<file path="src/design/ccg_pkg.sv">
`timescale 1ns / 1ps
// ----------------------------------------------------------------------------
// ccg_pkg: shared types and constants of the color gradient sampler
// Node table geometry, command codes, beat payloads and divider link types.
// ----------------------------------------------------------------------------
package ccg_pkg;

  localparam int unsigned MaxNodes = 64;
  localparam int unsigned IdxW     = $clog2(MaxNodes);
  localparam int unsigned CntW     = $clog2(MaxNodes + 1);
  localparam int unsigned ChanW    = 16;
  localparam int unsigned SpanW    = 24;
  localparam int unsigned PosW     = 32;
  localparam int unsigned TotalW   = SpanW + IdxW;
  localparam int unsigned DivNumW  = ChanW + SpanW;
  localparam int unsigned DivDenW  = TotalW;
  localparam int unsigned DivCntW  = $clog2(DivNumW + 1);
  localparam int unsigned NodeW    = 3 * ChanW + SpanW;

  localparam logic [ChanW-1:0] FullChan = {ChanW{1'b1}};

  typedef enum logic [1:0] {
    CMD_CLEAR  = 2'd0,
    CMD_APPEND = 2'd1,
    CMD_SAMPLE = 2'd2
  } cmd_e;

  typedef struct packed {
    cmd_e             command;
    logic [ChanW-1:0] node_red;
    logic [ChanW-1:0] node_green;
    logic [ChanW-1:0] node_blue;
    logic [SpanW-1:0] node_span;
    logic [PosW-1:0]  position;
  } in_beat_t;

  typedef struct packed {
    logic [ChanW-1:0] out_red;
    logic [ChanW-1:0] out_green;
    logic [ChanW-1:0] out_blue;
    logic             no_segment;
  } out_beat_t;

  typedef struct packed {
    logic               start;
    logic [DivNumW-1:0] dividend;
    logic [DivDenW-1:0] divisor;
  } div_req_t;

  typedef struct packed {
    logic               done;
    logic [DivNumW-1:0] quotient;
    logic [DivDenW-1:0] remainder;
  } div_rsp_t;

  typedef enum logic [3:0] {
    S_IDLE,
    S_MOD,
    S_RD,
    S_CMP,
    S_RDN,
    S_LDN,
    S_MUL,
    S_DIVGO,
    S_DIV,
    S_OUT
  } state_e;

endpackage

</file>
<file path="src/design/ccg_div.sv">
`timescale 1ns / 1ps
// ----------------------------------------------------------------------------
// ccg_div: bit-serial restoring divider
// One quotient bit per cycle; done pulses together with the final quotient and remainder.
// ----------------------------------------------------------------------------
module ccg_div (
  input  logic             clk_i,
  input  logic             rst_ni,
  input  ccg_pkg::div_req_t req_i,
  output ccg_pkg::div_rsp_t rsp_o
);

  logic [ccg_pkg::DivCntW-1:0] cnt_q, cnt_d;
  logic [ccg_pkg::DivNumW-1:0] quo_q, quo_d;
  logic [ccg_pkg::DivDenW-1:0] rem_q, rem_d;
  logic [ccg_pkg::DivDenW-1:0] den_q, den_d;
  logic                        done_q, done_d;
  logic [ccg_pkg::DivDenW:0]   trial;
  logic [ccg_pkg::DivDenW+1:0] diff;
  logic                        borrow;

  assign trial  = {rem_q, quo_q[ccg_pkg::DivNumW-1]};
  assign diff   = {1'b0, trial} - {2'b00, den_q};
  assign borrow = diff[ccg_pkg::DivDenW+1];

  always_comb begin
    cnt_d  = cnt_q;
    quo_d  = quo_q;
    rem_d  = rem_q;
    den_d  = den_q;
    done_d = 1'b0;
    if (req_i.start) begin
      cnt_d = ccg_pkg::DivCntW'(ccg_pkg::DivNumW);
      quo_d = req_i.dividend;
      rem_d = '0;
      den_d = req_i.divisor;
    end else if (cnt_q != '0) begin
      // restore on borrow, keep the difference otherwise
      rem_d  = borrow ? trial[ccg_pkg::DivDenW-1:0] : diff[ccg_pkg::DivDenW-1:0];
      quo_d  = {quo_q[ccg_pkg::DivNumW-2:0], ~borrow};
      cnt_d  = cnt_q - 1'b1;
      done_d = (cnt_q == ccg_pkg::DivCntW'(1));
    end
  end

  always_ff @(posedge clk_i or negedge rst_ni) begin
    if (!rst_ni) begin
      cnt_q  <= '0;
      done_q <= 1'b0;
    end else begin
      cnt_q  <= cnt_d;
      done_q <= done_d;
    end
  end

  always_ff @(posedge clk_i) begin
    quo_q <= quo_d;
    rem_q <= rem_d;
    den_q <= den_d;
  end

  assign rsp_o.done      = done_q;
  assign rsp_o.quotient  = quo_q;
  assign rsp_o.remainder = rem_q;

endmodule

</file>
<file path="config.mk">
export PLATFORM = sky130hd
export DESIGN_NAME = ccg_div
export DESIGN_NICKNAME = d
export VERILOG_FILES = /design/src/design/ccg_pkg.sv /design/src/design/ccg_div.sv
export SDC_FILE = /design/constraint.sdc
export NUM_CORES = 1
export LEC_CHECK = 0
export BUFFER_PORTS_ARGS = -buffer_cell sky130_fd_sc_hd__buf_2
export CELL_PAD_IN_SITES_DETAIL_PLACEMENT = 0
export CELL_PAD_IN_SITES_GLOBAL_PLACEMENT = 1
export CORE_MARGIN = 2
export CORE_UTILIZATION = 43
export CTS_BUF_LIST = sky130_fd_sc_hd__clkbuf_4 sky130_fd_sc_hd__clkbuf_8
export DETAILED_ROUTE_END_ITERATION = 6
export PLACE_DENSITY_LB_ADDON = 0.1
export SLEW_MARGIN = 20
export SYNTH_ARGS = -nofsm -noshare
export SYNTH_HDL_FRONTEND = slang
export SYNTH_SLANG_ARGS = --single-unit
</file>
<file path="constraint.sdc">
create_clock -name clk_i -period 3.3 [get_ports clk_i]
set_input_delay 0.495 -clock clk_i [delete_from_list [all_inputs] [get_ports clk_i]]
set_output_delay 0.495 -clock clk_i [all_outputs]
set_load 0.1 [all_outputs]
</file>
==> impl_results.md <==
- Outcome: finished, final reports clean
- Die Wd: 120.3 um
- Setup ws final: 0.4609 ns
- Critical Path AT: 3.15 ns
- Post-Layout Inst Area: 0.006864 mm2
- PwrDens: 472.5 mW/mm2
- Global-route wire length before repair: 21.30 mm
- Post-Syn Area: 0.005812 mm2
- Number of synthesized flops with an enable pin: 70
- Sequential area share after synthesis: 49.52%
- Die H: 120.3 um
- CP max FO: 3
- Clock Tree Root: clkbuf_8
- Vias in the first global route: 4,301
- Hold path cells: 1
- Vias per cell: 5.114
- Sw frac: 35.15%
- Synth top area share: 36.17%
- Total Routing Usage GR: 18.69%
- CP max stage delay: 0.38 ns
- Clock power share: 26.0%
- Syn avg cell area: 10.90 um2
- Max frequency: 352.2 MHz
- Worst-Margin Slew: 0.9225 ns
- Worst Path Required: 3.61 ns
- Num ports: 144
- Vias: 4,347
- Top-count cell post-synth: edfxtp_1
- Tot Pwr: 3.243 mW
- Post-synthesis simple-gate area fraction: 8.654%
- Maximum vdd drop: 359.4 uV
- WP buf/inv: 1
- P_int: 2.103 mW
- Final Util: 51.83%
- DR WL/cell: 15.55 um
- Routed WL: 13.22 mm
- # H-tree levels: 3
- Period utilization: 86.03%
- Clock Tree Buf Depth: 2
- Hold Startpoint: req_i[27]
- Final routed DRC violation total: 0
- Crit. End Element: flip-flop
- Placed cell count: 833
- Crit-path cells: inv_1 -> ha_1 -> fa_1 -> and2b_1 -> o2111ai_1 -> a21oi_1 -> nor3_1 -> o31ai_1 -> a21o_1 -> a21oi_1 -> o31a_1 -> o21ai_1
- Crit. path cell count: 12
- Hold path endpoint: den_q[27]
- Pre-CTS WS: 0.4978 ns
- Share of layout cells above drive strength 1: 31.45%
- Synth area leaders: edfxtp_1 36%, dfxtp_1 10%, mux2_2 7.6%, ha_1 6.9%, a21oi_1 3.4%
- Post-synth top cells: 70 x edfxtp_1, 42 x nand2_1, 39 x a21oi_1, 39 x inv_1, 39 x mux2_2
- Placed Area: 0.006651 mm2
- Post-Synth Adder-Cell Area: 7.234%
- DIE AREA: 0.01446 mm2
- Initial antenna violation count: 0
- Inserted Clock Buffers: 9
- Dpl hpwl: 9.593 mm
- Largest family of logic cells by synthesized area: compound AO/OA/AOI/OAI gates
- Port Buf Inserts: 143
- RSZ-0062 raised after global routing: no
- Worst path slowest cell: edfxtp_1
- Ys flop type: edfxtp_1
- Cell count after synthesis: 533
- Mapped Nets: 639
- Largest net degree at the start of global routing: 59
- Hold crit path type: in -> reg
- Sw Pwr: 1.140 mW
- R2R Setup Slk: 0.46 ns
- Hold Vio Cnt, Final: 0
- Number of synthesized register bits: 107
- Relative slew slack: 38.50%
- # hold bufs at CTS: 1
- Reg clk slew, reported paths: 0.11 ns
- Post-route setup TNS: 0 ns
- Slew Limit Fails: 0
- Worst reg2reg path depth: 12
- R2R Path Start: quo_q[39]
- Post-CTS Setup Bufs: 0
- Final ANT Viol Nets: 0
- Leakage: 3.081 nW
- Warnings, synthesis: 0
- Final non-filler cell total: 850
- Critical path class: reg -> reg
- Setup violators final: 0
- Asr flop ratio synth: 6.542%
- TritonRoute pass-1 iters: 4
- Area growth from synthesis to layout: 18.11%
- Largest area contributor in the netlist: edfxtp_1
- Worst setup SP type: flip-flop
- Synth Area in Compound Gates: 17.83%
- Yosys cell types: 61
- Rows: 42
- Final Critical Period: 2.839 ns
- Nets: 775
- Sequential power share: 49.0%
- Starting Density: 43.89%
- CP top delay family: compound AO/OA/AOI/OAI gates
- CP dominant cell by count: a21oi_1
- Starting DRT DRC Count: 227
- Final Skew: 0.02161 ns
- Critical R2R Capture: rem_q[26]
- Total gr overflow: 0
- Resize count post-CTS: 0
- CTS tree: built
- Xor-xnor portion of the synthesized cell area: 3.918%
- Clock Sinks: 107
- # diodes: 0
- Placer congestion estimate: 0.8379
- Mux contribution to synthesized area: 7.901%
- Max Cap Viol: 0
- Core ar.: 0.01324 mm2
- Logic pwr share: 25.0%
- Worst skew pair latency: 0.38 ns
- Worst Hold Margin: 0.2780 ns
layer usage:
metal	vias up	share of wire [%]	GRT usage (%)
li1	2220	-	-
met1	2001	44	24.17
met2	124	48	30.22
met3	2	7.3	6.745
met4	0	0.39	4.142
met5	-	0	0
kinds of logic (layout without fill, tap and decap cells):
group | count (synthesis) | in the layout
multiplexers | 41 | 41
AO/OA/AOI/OAI | 158 | 158
AND/OR/NAND/NOR | 104 | 104
XOR/XNOR | 26 | 26
adder cells (fa/ha/maj) | 33 | 33
flip-flops | 107 | 107
buffers and inverters | 64 | 205
how the worst max path moves through the flow:
stage           endpoint       from  slack (ns)
4_1_cts        rem_q[26]  quo_q[39]        0.45
5_1_grt        rem_q[26]  quo_q[39]        0.22
3_5_place_dp   rem_q[26]  quo_q[39]        0.50
3_3_place_gp   rem_q[26]  quo_q[39]        0.55
2_1_floorplan  rem_q[26]  quo_q[39]        0.12
6_report       rem_q[26]  quo_q[39]        0.46
layout make-up:
type,count,area (um2)
clock buffers,10,131.4
clock inverters,6,71.32
fillers,1251,6379
inverters,39,146.4
multi-input cells,362,2646
flip-flops and latches,107,2878
well taps,176,220.2
repair buffers,150,770.7
registers in the layout, summed over array words and instances (netlist names):
name,count
rem_q,30
den_q,30
done_q,1
quo_q,40
cnt_q,6
layout by cell type (no fill, tap or decap), drive strengths merged, types with 3 or more instances in the layout:
cell type	instances
inv	42
nand2b	4
a22o	8
mux2	39
o31ai	5
and4	3
and2	3
o21bai	5
edfxtp	70
a22oi	5
a211oi	5
a21o	10
nand4	3
nor3	6
nand3	4
nor2b	4
or3	5
nor2	23
clkbuf	10
xor2	9
a21oi	41
a32oi	5
dfxtp	30
buf	149
nand2	42
ha	32
o21ai	55
xnor2	17
dfrtp	7
power groups by stage:
stage / Sequential, mW / Combinational [mW] / Clock, mW
2_1_floorplan: 2.03 / 0.235 / 0
3_3_place_gp: 1.62 / 0.807 / 0
3_5_place_dp: 1.62 / 0.814 / 0
4_1_cts: 1.59 / 0.816 / 0.880
5_1_grt: 1.60 / 0.858 / 0.930
6_report: 1.59 / 0.811 / 0.844
worst register-to-register path: cells and delay by family, from the launching register on:
kind	cells	cell delay, ns
AO/OA/AOI/OAI	7	1.40
adder cells (fa/ha/maj)	2	0.59
flip-flops	1	0.38
AND/OR/NAND/NOR	2	0.35
buffers and inverters	1	0.05
Power figures use the tool's default switching activity.
